**config.mk**
```make
export PLATFORM = sky130hd
export DESIGN_NAME = infix_expression_evaluator_core
export DESIGN_NICKNAME = d
export VERILOG_FILES = /design/src/design/iee_pkg.sv /design/src/design/iee_front.sv /design/src/design/iee_fifo.sv /design/src/design/iee_back.sv /design/src/design/infix_expression_evaluator_core.sv
export SDC_FILE = /design/constraint.sdc
export NUM_CORES = 1
export LEC_CHECK = 0
export BUFFER_PORTS_ARGS = -buffer_cell sky130_fd_sc_hd__buf_2
export CAP_MARGIN = 20
export CORE_ASPECT_RATIO = 1.5
export CORE_MARGIN = 3
export CORE_UTILIZATION = 60
export CTS_BUF_LIST = sky130_fd_sc_hd__clkbuf_8
export DETAILED_ROUTE_END_ITERATION = 8
export GPL_TIMING_DRIVEN = 0
export MAX_ROUTING_LAYER = met4
export PLACE_DENSITY = 0.8
export SLEW_MARGIN = 20
export SYNTH_ARGS = -nofsm -noshare
export SYNTH_HDL_FRONTEND = slang
export SYNTH_HIERARCHICAL = 1
export SYNTH_SLANG_ARGS = --single-unit
```
**constraint.sdc**
```tcl
create_clock -name clk_i -period 5.4 [get_ports clk_i]
set_input_delay 0.81 -clock clk_i [delete_from_list [all_inputs] [get_ports clk_i]]
set_output_delay 0.81 -clock clk_i [all_outputs]
set_load 0.01 [all_outputs]
```
**src/design/iee_pkg.sv**
```systemverilog
package iee_pkg;

  // Pending operator codes
  typedef enum logic [2:0] {
    OP_PLUS    = 3'd0,
    OP_MINUS   = 3'd1,
    OP_TIMES   = 3'd2,
    OP_DIVIDE  = 3'd3,
    OP_UNKNOWN = 3'd4
  } op_e;

  // Control part of a token handed from front to back
  typedef struct packed {
    op_e  op;
    logic last;
  } tok_ctrl_t;

  // Back-end sequencer states
  typedef enum logic [2:0] {
    ST_IDLE = 3'd0,
    ST_EXEC = 3'd1,
    ST_MUL  = 3'd2,
    ST_DIV  = 3'd3,
    ST_DONE = 3'd4
  } back_state_e;

  localparam logic [7:0] CHAR_PLUS   = 8'h2B;
  localparam logic [7:0] CHAR_MINUS  = 8'h2D;
  localparam logic [7:0] CHAR_TIMES  = 8'h2A;
  localparam logic [7:0] CHAR_DIVIDE = 8'h2F;
  localparam logic [7:0] CHAR_ZERO   = 8'h30;
  localparam logic [7:0] CHAR_NINE   = 8'h39;
  localparam logic [7:0] CHAR_SPACE  = 8'h20;

  function automatic op_e classify(input logic [7:0] c);
    op_e r;
    unique case (c)
      CHAR_PLUS:   r = OP_PLUS;
      CHAR_MINUS:  r = OP_MINUS;
      CHAR_TIMES:  r = OP_TIMES;
      CHAR_DIVIDE: r = OP_DIVIDE;
      default:     r = OP_UNKNOWN;
    endcase
    return r;
  endfunction

endpackage

```
**src/design/iee_front.sv**
```systemverilog
module iee_front #(
  parameter int VALUE_WIDTH = 32
) (
  input  logic                      clk_i,
  input  logic                      rst_ni,
  input  logic                      in_valid_i,
  output logic                      in_ready_o,
  input  logic [7:0]                char_code_i,
  input  logic                      last_char_i,
  input  logic                      tok_ready_i,
  output logic                      tok_push_o,
  output logic [VALUE_WIDTH-1:0]    tok_num_o,
  output iee_pkg::tok_ctrl_t        tok_ctrl_o
);

  logic [VALUE_WIDTH-1:0] accum_q, accum_d, accum_next, digit_val;
  logic                   accept, is_digit, is_space;

  assign in_ready_o = tok_ready_i;
  assign accept     = in_valid_i && in_ready_o;

  assign is_digit  = (char_code_i >= iee_pkg::CHAR_ZERO) && (char_code_i <= iee_pkg::CHAR_NINE);
  assign is_space  = (char_code_i == iee_pkg::CHAR_SPACE);
  assign digit_val = VALUE_WIDTH'(char_code_i[3:0]);

  // times ten as shift-add
  assign accum_next = is_digit ? ((accum_q << 3) + (accum_q << 1) + digit_val) : accum_q;

  assign tok_push_o      = accept && ((!is_digit && !is_space) || last_char_i);
  assign tok_num_o       = accum_next;
  assign tok_ctrl_o.op   = iee_pkg::classify(char_code_i);
  assign tok_ctrl_o.last = last_char_i;

  always_comb begin
    accum_d = accum_q;
    if (accept) begin
      accum_d = tok_push_o ? '0 : accum_next;
    end
  end

  always_ff @(posedge clk_i or negedge rst_ni) begin
    if (!rst_ni) begin
      accum_q <= '0;
    end else begin
      accum_q <= accum_d;
    end
  end

endmodule

```
**src/design/iee_fifo.sv**
```systemverilog
module iee_fifo #(
  parameter int DATA_WIDTH = 36,
  parameter int DEPTH      = 4
) (
  input  logic                  clk_i,
  input  logic                  rst_ni,
  input  logic                  push_i,
  input  logic [DATA_WIDTH-1:0] wdata_i,
  output logic                  not_full_o,
  input  logic                  pop_i,
  output logic                  not_empty_o,
  output logic [DATA_WIDTH-1:0] rdata_o
);

  localparam int PtrW = (DEPTH > 1) ? $clog2(DEPTH) : 1;
  localparam int CntW = $clog2(DEPTH + 1);

  logic [DATA_WIDTH-1:0] mem_q [DEPTH];
  logic [PtrW-1:0]       wptr_q, wptr_d, rptr_q, rptr_d;
  logic [CntW-1:0]       cnt_q, cnt_d;
  logic                  do_push, do_pop;

  assign not_full_o  = (cnt_q != CntW'(DEPTH));
  assign not_empty_o = (cnt_q != '0);
  assign do_push     = push_i && not_full_o;
  assign do_pop      = pop_i && not_empty_o;
  assign rdata_o     = mem_q[rptr_q];

  always_comb begin
    wptr_d = wptr_q;
    rptr_d = rptr_q;
    cnt_d  = cnt_q;
    if (do_push) begin
      wptr_d = (wptr_q == PtrW'(DEPTH - 1)) ? '0 : wptr_q + 1'b1;
    end
    if (do_pop) begin
      rptr_d = (rptr_q == PtrW'(DEPTH - 1)) ? '0 : rptr_q + 1'b1;
    end
    if (do_push && !do_pop) begin
      cnt_d = cnt_q + 1'b1;
    end else if (do_pop && !do_push) begin
      cnt_d = cnt_q - 1'b1;
    end
  end

  always_ff @(posedge clk_i or negedge rst_ni) begin
    if (!rst_ni) begin
      wptr_q <= '0;
      rptr_q <= '0;
      cnt_q  <= '0;
    end else begin
      wptr_q <= wptr_d;
      rptr_q <= rptr_d;
      cnt_q  <= cnt_d;
    end
  end

  always_ff @(posedge clk_i) begin
    if (do_push) begin
      mem_q[wptr_q] <= wdata_i;
    end
  end

endmodule

```
**src/design/iee_back.sv**
```systemverilog
module iee_back #(
  parameter int VALUE_WIDTH = 32
) (
  input  logic                   clk_i,
  input  logic                   rst_ni,
  input  logic                   tok_valid_i,
  output logic                   tok_pop_o,
  input  logic [VALUE_WIDTH-1:0] tok_num_i,
  input  iee_pkg::tok_ctrl_t     tok_ctrl_i,
  output logic                   out_valid_o,
  input  logic                   out_ready_i,
  output logic [31:0]            value_o,
  output logic                   divide_by_zero_o
);

  localparam int W    = VALUE_WIDTH;
  localparam int CntW = $clog2(W);

  iee_pkg::back_state_e state_q, state_d;
  iee_pkg::op_e         pend_op_q, pend_op_d;
  iee_pkg::tok_ctrl_t   tctrl_q, tctrl_d;

  logic [W-1:0]    rsum_q, rsum_d, term_q, term_d, tnum_q, tnum_d;
  logic [W:0]      acc_q, acc_d;
  logic [W-1:0]    sh_q, sh_d, opb_q, opb_d;
  logic [CntW-1:0] cnt_q, cnt_d;
  logic            neg_q, neg_d, zdiv_q, zdiv_d;
  logic            out_valid_q, out_valid_d, out_zdiv_q, out_zdiv_d;
  logic [31:0]     out_value_q, out_value_d;

  logic [W:0]      mul_acc, rem_sh, rem_sub;
  logic            q_bit, out_free, last_iter;
  logic [W-1:0]    q_next, total;
  logic [63:0]     total_ext;

  assign out_free  = !out_valid_q || out_ready_i;
  assign last_iter = (cnt_q == CntW'(W - 1));
  assign mul_acc   = opb_q[0] ? (acc_q + {1'b0, sh_q}) : acc_q;
  assign rem_sh    = {acc_q[W-1:0], sh_q[W-1]};
  assign rem_sub   = rem_sh - {1'b0, opb_q};
  assign q_bit     = (rem_sh >= {1'b0, opb_q});
  assign q_next    = {sh_q[W-2:0], q_bit};
  assign total     = rsum_q + term_q;
  assign total_ext = 64'($signed(total));

  // next state
  always_comb begin
    state_d = state_q;
    unique case (state_q)
      iee_pkg::ST_IDLE: begin
        if (tok_valid_i) state_d = iee_pkg::ST_EXEC;
      end
      iee_pkg::ST_EXEC: begin
        unique case (pend_op_q)
          iee_pkg::OP_TIMES:  state_d = iee_pkg::ST_MUL;
          iee_pkg::OP_DIVIDE: state_d = (tnum_q == '0) ? iee_pkg::ST_DONE : iee_pkg::ST_DIV;
          default:            state_d = iee_pkg::ST_DONE;
        endcase
      end
      iee_pkg::ST_MUL, iee_pkg::ST_DIV: begin
        if (last_iter) state_d = iee_pkg::ST_DONE;
      end
      iee_pkg::ST_DONE: begin
        if (!tctrl_q.last || out_free) state_d = iee_pkg::ST_IDLE;
      end
      default: state_d = iee_pkg::ST_IDLE;
    endcase
  end

  // datapath and outputs
  always_comb begin
    tok_pop_o   = 1'b0;
    pend_op_d   = pend_op_q;
    tctrl_d     = tctrl_q;
    rsum_d      = rsum_q;
    term_d      = term_q;
    tnum_d      = tnum_q;
    acc_d       = acc_q;
    sh_d        = sh_q;
    opb_d       = opb_q;
    cnt_d       = cnt_q;
    neg_d       = neg_q;
    zdiv_d      = zdiv_q;
    out_valid_d = out_valid_q && !out_ready_i;
    out_value_d = out_value_q;
    out_zdiv_d  = out_zdiv_q;
    unique case (state_q)
      iee_pkg::ST_IDLE: begin
        if (tok_valid_i) begin
          tok_pop_o = 1'b1;
          tnum_d    = tok_num_i;
          tctrl_d   = tok_ctrl_i;
        end
      end
      iee_pkg::ST_EXEC: begin
        acc_d = '0;
        cnt_d = '0;
        unique case (pend_op_q)
          iee_pkg::OP_PLUS: begin
            rsum_d = total;
            term_d = tnum_q;
          end
          iee_pkg::OP_MINUS: begin
            rsum_d = total;
            term_d = '0 - tnum_q;
          end
          iee_pkg::OP_TIMES: begin
            sh_d  = term_q;
            opb_d = tnum_q;
          end
          iee_pkg::OP_DIVIDE: begin
            if (tnum_q == '0) begin
              term_d = '0;
              zdiv_d = 1'b1;
            end
            sh_d  = term_q[W-1] ? ('0 - term_q) : term_q;
            opb_d = tnum_q[W-1] ? ('0 - tnum_q) : tnum_q;
            neg_d = term_q[W-1] ^ tnum_q[W-1];
          end
          default: begin
            // unknown operator: drop the number
          end
        endcase
      end
      iee_pkg::ST_MUL: begin
        acc_d = mul_acc;
        sh_d  = sh_q << 1;
        opb_d = opb_q >> 1;
        cnt_d = cnt_q + 1'b1;
        if (last_iter) term_d = mul_acc[W-1:0];
      end
      iee_pkg::ST_DIV: begin
        acc_d = q_bit ? rem_sub : rem_sh;
        sh_d  = q_next;
        cnt_d = cnt_q + 1'b1;
        if (last_iter) term_d = neg_q ? ('0 - q_next) : q_next;
      end
      iee_pkg::ST_DONE: begin
        pend_op_d = tctrl_q.op;
        if (tctrl_q.last && out_free) begin
          out_valid_d = 1'b1;
          out_value_d = total_ext[31:0];
          out_zdiv_d  = zdiv_q;
          rsum_d      = '0;
          term_d      = '0;
          zdiv_d      = 1'b0;
          pend_op_d   = iee_pkg::OP_PLUS;
        end
      end
      default: ;
    endcase
  end

  assign out_valid_o      = out_valid_q;
  assign value_o          = out_value_q;
  assign divide_by_zero_o = out_zdiv_q;

  always_ff @(posedge clk_i or negedge rst_ni) begin
    if (!rst_ni) begin
      state_q     <= iee_pkg::ST_IDLE;
      pend_op_q   <= iee_pkg::OP_PLUS;
      rsum_q      <= '0;
      term_q      <= '0;
      zdiv_q      <= 1'b0;
      out_valid_q <= 1'b0;
      cnt_q       <= '0;
    end else begin
      state_q     <= state_d;
      pend_op_q   <= pend_op_d;
      rsum_q      <= rsum_d;
      term_q      <= term_d;
      zdiv_q      <= zdiv_d;
      out_valid_q <= out_valid_d;
      cnt_q       <= cnt_d;
    end
  end

  always_ff @(posedge clk_i) begin
    tctrl_q     <= tctrl_d;
    tnum_q      <= tnum_d;
    acc_q       <= acc_d;
    sh_q        <= sh_d;
    opb_q       <= opb_d;
    neg_q       <= neg_d;
    out_value_q <= out_value_d;
    out_zdiv_q  <= out_zdiv_d;
  end

endmodule

```
**src/design/infix_expression_evaluator_core.sv**
```systemverilog
// Infix expression evaluator: integers joined by + - * / with precedence.
//
// Input channel (in_valid_i / in_ready_o): one ASCII character per word,
// last_char_i marks the final character of an expression. Output channel
// (out_valid_o / out_ready_i): one word per expression, the wrapped result
// in value_o and a sticky divide-by-zero flag.
//
// The front end takes one character per cycle while the queue has room,
// builds the number and pushes a token for every operator or final
// character into a small queue. The back end applies the pending operator:
// + - and unknown operators pass through the idle, exec and done states; * and
// / also run a shared shift-add / restoring-divide unit one bit per cycle,
// unless the divisor is zero. Digits and spaces push no token unless they
// are the final character. The result word is registered in the done
// state of the last token, once the queue has drained, after the multiply
// or divide of a final * or /. Reset clears the number, the sum, the term,
// the queue and the output valid flag; the pending operator returns to
// plus. When the receiver stalls, the result holds in the output register
// while the back end keeps working on the next expression until it needs
// that register again; the front end stalls once the queue is full.
module infix_expression_evaluator_core #(
  parameter int VALUE_WIDTH = 32,
  parameter int FIFO_DEPTH  = 4
) (
  input  logic        clk_i,
  input  logic        rst_ni,
  input  logic        in_valid_i,
  output logic        in_ready_o,
  input  logic [7:0]  char_code_i,
  input  logic        last_char_i,
  output logic        out_valid_o,
  input  logic        out_ready_i,
  output logic [31:0] value_o,
  output logic        divide_by_zero_o
);

  localparam int CtrlW = $bits(iee_pkg::tok_ctrl_t);
  localparam int TokW  = VALUE_WIDTH + CtrlW;

  logic                   push, not_full, not_empty, pop;
  logic [VALUE_WIDTH-1:0] push_num, head_num;
  iee_pkg::tok_ctrl_t     push_ctrl, head_ctrl;
  logic [TokW-1:0]        head_word;

  // front: classify characters, accumulate digits
  iee_front #(
    .VALUE_WIDTH (VALUE_WIDTH)
  ) u_front (
    .clk_i       (clk_i),
    .rst_ni      (rst_ni),
    .in_valid_i  (in_valid_i),
    .in_ready_o  (in_ready_o),
    .char_code_i (char_code_i),
    .last_char_i (last_char_i),
    .tok_ready_i (not_full),
    .tok_push_o  (push),
    .tok_num_o   (push_num),
    .tok_ctrl_o  (push_ctrl)
  );

  // token queue decouples front and back
  iee_fifo #(
    .DATA_WIDTH (TokW),
    .DEPTH      (FIFO_DEPTH)
  ) u_fifo (
    .clk_i       (clk_i),
    .rst_ni      (rst_ni),
    .push_i      (push),
    .wdata_i     ({push_num, push_ctrl}),
    .not_full_o  (not_full),
    .pop_i       (pop),
    .not_empty_o (not_empty),
    .rdata_o     (head_word)
  );

  assign head_num  = head_word[TokW-1:CtrlW];
  assign head_ctrl = iee_pkg::tok_ctrl_t'(head_word[CtrlW-1:0]);

  // back: apply pending operators, emit results
  iee_back #(
    .VALUE_WIDTH (VALUE_WIDTH)
  ) u_back (
    .clk_i            (clk_i),
    .rst_ni           (rst_ni),
    .tok_valid_i      (not_empty),
    .tok_pop_o        (pop),
    .tok_num_i        (head_num),
    .tok_ctrl_i       (head_ctrl),
    .out_valid_o      (out_valid_o),
    .out_ready_i      (out_ready_i),
    .value_o          (value_o),
    .divide_by_zero_o (divide_by_zero_o)
  );

endmodule
```
## After elaboration in Yosys (flattened, before gate mapping)

Memories as Yosys holds them, arrays and structs flattened. A register that Yosys moved wholly into a read port is not among the register bits.
Index checks and enable logic that the tools add are counted.

| word-level totals | value |
|---|---|
| memories | 1 |
| bits in read-only memories | 0 |
| bits in latches | 0 |
| output and inout port bits | 35 |
| input port bits | 13 |
| bits in writable memories | 144 |
| register bits after elaboration | 247 |
| logic and storage cells | 150 |

| cells by class | value |
|---|---|
| multiplexer cells | 43 |
| bitwise logic cells | 1 |
| reduce and logical (&&, ||, !) cells | 42 |
| multiply operators | 0 |
| eq/ne operators | 29 |
| shifts and indexed selects | 0 |
| $lt $le $gt $ge | 3 |
| add/subtract/negate cells | 13 |
| div/mod/pow operators | 0 |

Memories:

| name | depth | width | read ports | clocked after Yosys merged registers in | wr ports | line | text |
|---|---|---|---|---|---|---|---|
| u_fifo.mem_q | 4 | 36 | 1 | 1 | 1 | iee_fifo.sv:18 | `logic [DATA_WIDTH-1:0] mem_q [DEPTH];` |

Operators with widths:

| cell | count |
|---|---|
| $mux 32 | 10 |
| $pmux 32 s2 | 4 |
| $pmux 32 s3 | 2 |
| $pmux 32 s4 | 1 |
| $pmux 33 s3 | 1 |
| $sub 1x32->32 const A | 3 |
| $mux 33 | 2 |
| $add 32x32->32 | 2 |
| $eq 8x6->1 const B | 5 |
| $add 33x32->33 | 1 |
| $ge 33x32->1 | 1 |
| $sub 33x32->33 | 1 |
| $add 32x4->32 | 1 |
| $logic_not 32->1 | 1 |
| $pmux 3 s4 | 2 |
| $mux 3 | 7 |
| $ne 2x1->1 const B | 8 |
| $eq 3x2->1 const B | 4 |
| $reduce_and 2->1 | 6 |
| $logic_and 1x1->1 | 10 |
| $pmux 5 s2 | 1 |
| $mux 1 | 9 |
| $ge 8x6->1 const B | 1 |
| $le 8x6->1 const B | 1 |
| 26 further kinds | 47 |

## Logic depth before layout (Yosys ltp)

| logic depth | value |
|---|---|
| word-level depth | 11 |
| gate-level depth with buffers | 24 |

## Cells and area by module

The synthesis kept the hierarchy.

Modules (own cells, without submodules):

| module | times used | cells each | area an instance (sq um) | seq. area each (sq um) |
|---|---|---|---|---|
| iee_back | 1 | 1971 | 17677.0 | 6911.6 |
| iee_fifo | 1 | 224 | 5625.4 | 4499.3 |
| iee_front | 1 | 418 | 3739.8 | 800.8 |

## Least setup slack after synthesis

OpenSTA, ideal clock, no wires.

| path | value |
|---|---|
| path type | reg-to-reg |
| from | reg u_back.acc_q[0] |
| to | reg u_back.term_q[22] |
| stages on the path, launching flop included | 22 |
| path buffers | 2 |
| library setup time | 0.130 ns |
| data required time | 5.270 ns |
| data arrival time | 5.134 ns |
| path slack | 0.135 ns |
| cell sequence | edfxtp_1 > ha_1 > nor2b_1 > o211ai_1 > nand3_1 > a211oi_1 > o211ai_1 > nand2_1 > a31oi_1 > inv_2 > buf_1 > ha_1 > or3b_1 > or3_1 > clkbuf_1 > or4_1 > or3_1 > o41ai_2 > xor2_1 > nor2_1 > a221oi_1 > o21ai_0 |

| between the ends | value |
|---|---|
| word-level cells in the longest chain between the ends | 5 |
| elaborated cells between the ends (all ways) | 8 |
| classes of those cells | add/sub: 2; order compare: 1; mux: 5 |

RTL lines:

| item | line | text |
|---|---|---|
| from (decl) | iee_back.sv:24 | `logic [W:0] acc_q, acc_d;` |
| from (signal assigned) | iee_back.sv:181 | `acc_q <= acc_d;` |
| $ge 33x32->1 | iee_back.sv:41 | `assign q_bit = (rem_sh >= {1'b0, opb_q});` |
| $sub 1x32->32 | iee_back.sv:136 | `if (last_iter) term_d = neg_q ? ('0 - q_next) : q_next;` |
| $mux 32 (2 in series) | iee_back.sv:136 |  |
| $pmux 32 s4 (*) | iee_back.sv:87 | `unique case (state_q)` |
| to (signal assigned) | iee_back.sv:171 | `term_q <= term_d;` |
| to (decl) | iee_back.sv:23 | `logic [W-1:0] rsum_q, rsum_d, term_q, term_d, tnum_q, tnum_d;` |

Mark *: on every way between the ends. The rest lies on a longest branch, timed or not. The select of a mux whose other input is x is not followed.
A chain may end at the register's enable or synchronous reset.

## Worst setup path in the final report

| path | value |
|---|---|
| from | reg u_back.acc_q[17] |
| to | reg u_back.term_q[22] |

Same word-level chain as after synthesis.

==> out/results.ini <==
[timing]
clock-skew-final_ns=0.0395
slew_headroom_pct=24.7
max_freq_mhz=188
finalCriticalPeriod_ns=5.31
drv_slew=0
fin_crit_sh_pct=98.3
whs_ns=0.182
setup_viol=0
worstMarginPinSlew_ns=1.12
finalHoldViolCount=0

[logic_synthesis]
ys_seq_area_share_pct=45.2
synth-edff-count=310
synthMostInstantiatedCell=edfxtp_1
synth.area.top_cells=edfxtp_1, dfrtp_1, ha_1, xnor2_1, o21ai_0
synth_cells=2613
synth_top_flop_cell=edfxtp_1
synth_top_area_share_pct=34.4
yosys_warnings=6
synth_nets=2796
synth_commonest_cells=edfxtp_1, nand2_1, o21ai_0
ys_ff_latch=426
synth.distinct_cells=98
avgSynthCellArea_um2=10.3
synth_area_leader_cell=edfxtp_1
netlist_area_um2=27000
async_reset_ff_share_pct=27.2

[power]
p_leak_nw=12.2
p_per_area_nw_per_um2=669
vdd_drop_max_mv=0.248
power_mw=20.0

[floorplan]
dieArea_um2=47700
rows=94
io_pins=48
start_util_pct=61.2
die_h_um=266
core_region_area_um2=44200
fp.dieW_um=179

[cells_and_area]
seqCellArea_um2=12200
area_delta_synth_final_pct=10.4
drive_gt1_share_pct=12.5
final_nets=2929
multi_input_area_um2=14100
num-fill-cells=3521

[critical_path]
required_ns=5.88
rrSetupSlack_ns=0.09
worst_r2r_startpoint=u_back/acc_q[17]
r2r_cells=20
r2r_end=u_back/term_q[22]
worstPathArrival_ns=5.79
path_class=reg -> reg
endpoint_kind=register
crit_fanout=7
start_kind=register

[min_path]
hold_class=in -> async

[clocking]
cts_sinks=426
cts_tree=yes
cts_root_buf=clkbuf_8
cts_buffers=67
cts_buffer_depth=3
htree_levels=3
clock_latency_ns=0.64
clkTransAtPathRegs_ns=0.07

[detailed_routing]
drtPass1Iterations=6
ant_nets=0
drt_wl_total_um=82700
avgRoutedWirePerCell_um=24.5
drc=0
vias=22200
drtIter0Drc=2042
vias_per_cell=6.57

[flow_run]
drv_cap=0

[place]
place.gp.congestion=1.05
portBuffers=47
place_hpwl_um=63000

[global_routing]
grt_pass1_vias=22300
gr-total-overflow=0
grt_pass1_wl_um=127000
antenna_found_initial=2
grt_max_degree=64
track_usage_pct=36.0

[outcome]
status=complete, no violations

[per-stage QoR]
stage	setup slack, ns	setup TNS [ns]	area, µm²	cells	utilization (%)
2_1_floorplan	0.135	0	27000	2613	-
3_3_place_gp	-1.62	-10.79	28000	3236	63.3
3_5_place_dp	-1.68	-11.43	28100	3241	63.6
4_1_cts	0.0534	0	29700	3373	67.2
5_1_grt	-0.0211	-0.0275	29800	3379	67.5
6_report	0.0927	0	29800	3379	67.5
[cell usage in the layout (no fill, tap or decap), types with 10 or more instances in the layout]
| cell | instances |
|---|---|
| ha_1 | 158 |
| mux4_2 | 36 |
| xnor2_1 | 123 |
| a211oi_1 | 30 |
| or3_1 | 22 |
| o211ai_1 | 16 |
| o21a_1 | 10 |
| nand4_1 | 25 |
| nor2_1 | 191 |
| and2_1 | 10 |
| o21ai_0 | 205 |
| clkinv_2 | 11 |
| nor3_1 | 56 |
| buf_4 | 21 |
| clkbuf_1 | 87 |
| a21o_1 | 66 |
| o31ai_1 | 22 |
| mux2_2 | 34 |
| nand2_1 | 237 |
| a31oi_1 | 40 |
| nand2b_1 | 18 |
| nor4_1 | 20 |
| a22o_1 | 61 |
| clkbuf_8 | 78 |
| o22ai_1 | 16 |
| xor2_1 | 65 |
| nor2b_1 | 15 |
| buf_2 | 62 |
| dfrtp_1 | 116 |
| mux2i_1 | 43 |
| o21bai_1 | 14 |
| nand3_1 | 36 |
| edfxtp_1 | 310 |
| a21oi_1 | 186 |
| inv_1 | 109 |
| and3_1 | 20 |
[registers in the layout (all words and copies together), names as in the netlist, 2 cells and up]
name	count
u_back/acc_q	32
u_back/cnt_q	5
u_back/opb_q	32
u_back/pend_op_q	3
u_back/rsum_q	32
u_back/sh_q	32
u_back/state_q	3
u_back/tctrl_q	4
u_back/term_q	32
u_back/tnum_q	32
u_back/value_o	32
u_fifo/cnt_q	3
u_fifo/mem_q	144
u_fifo/rptr_q	2
u_fifo/wptr_q	2
u_front/accum_q	32
[layer usage]
| layer | GRT usage, % | share of wire (%) |
|---|---|---|
| met1 | 39.9 | 35 |
| met2 | 59.0 | 49 |
| met3 | 4.98 | 6.3 |
| met4 | 26.2 | 9.1 |
| met5 | - | 0 |
[final cells by class]
cell class                 instances  area share, %
timing repair buffer              68           1.52
buffer                           120           1.70
clock inverter                    46           1.33
tap                              576           2.41
sequential                       426           40.9
multi-input combinational       1967           47.2
inverter                          96           1.25
antenna                            2         0.0168
clock buffer                      78           3.60
[worst max-delay path: stages (launching register included)]
cell,delay (ns)
edfxtp_1,0.45
ha_1,0.31
clkbuf_1,0.20
a21o_1,0.23
a21o_1,0.19
a21oi_2,0.17
and3_1,0.19
o211ai_1,0.20
nand2_1,0.20
a31oi_4,0.11
bufinv_8,0.22
ha_1,0.14
or3b_1,0.36
or3_4,0.40
or4_4,0.50
or3_4,0.38
o41ai_4,0.24
xor2_1,0.23
nor2_2,0.08
a221oi_2,0.27
o21ai_1,0.09
[power by group]
part	switching [mW]	internal [mW]	total, mW
Sequential	1.22	5.05	6.26
Clock	1.35	1.64	2.98
Combinational	6.62	4.10	10.7
[worst max-delay path by stage]
stage / startpoint / to / slack (ns) / cells after the start
6_report: u_back/acc_q[17] / u_back/term_q[22] / 0.09 / 20
5_1_grt: u_back/acc_q[0] / u_back/term_q[22] / -0.02 / 19
4_1_cts: u_back/acc_q[13] / u_back/term_q[22] / 0.05 / 20
3_5_place_dp: u_back/acc_q[0] / u_back/term_q[22] / -1.68 / 21
3_3_place_gp: u_back/acc_q[0] / u_back/term_q[22] / -1.62 / 21
2_1_floorplan: u_back/acc_q[0] / u_back/term_q[22] / 0.14 / 21
[kinds of logic (layout without fill, tap and decap cells)]
logic type | count (synthesis) | after routing | synth area share [%]
other | 0 | 2 | 0
and+or+nand+nor | 726 | 726 | 13.0
buffers and inverters | 220 | 408 | 3.27
AOI/OAI and AO/OA | 768 | 768 | 18.3
muxes | 115 | 115 | 6.12
adders and majority gates | 170 | 170 | 8.03
DFF | 426 | 426 | 45.2
xor gates and xnor gates | 188 | 188 | 6.09
[what timing repair did]
| item | in CTS | in global routing |
|---|---|---|
| setup buffers | 10 | 6 |
| hold buffers | 0 | 0 |
| gates cloned | 0 | 0 |
| resized for setup | 13 | 15 |
| setup endpoints to repair | 13 | 3 |
| pin swaps | 4 | 5 |
No activity file was read; power rests on OpenSTA's default activity.
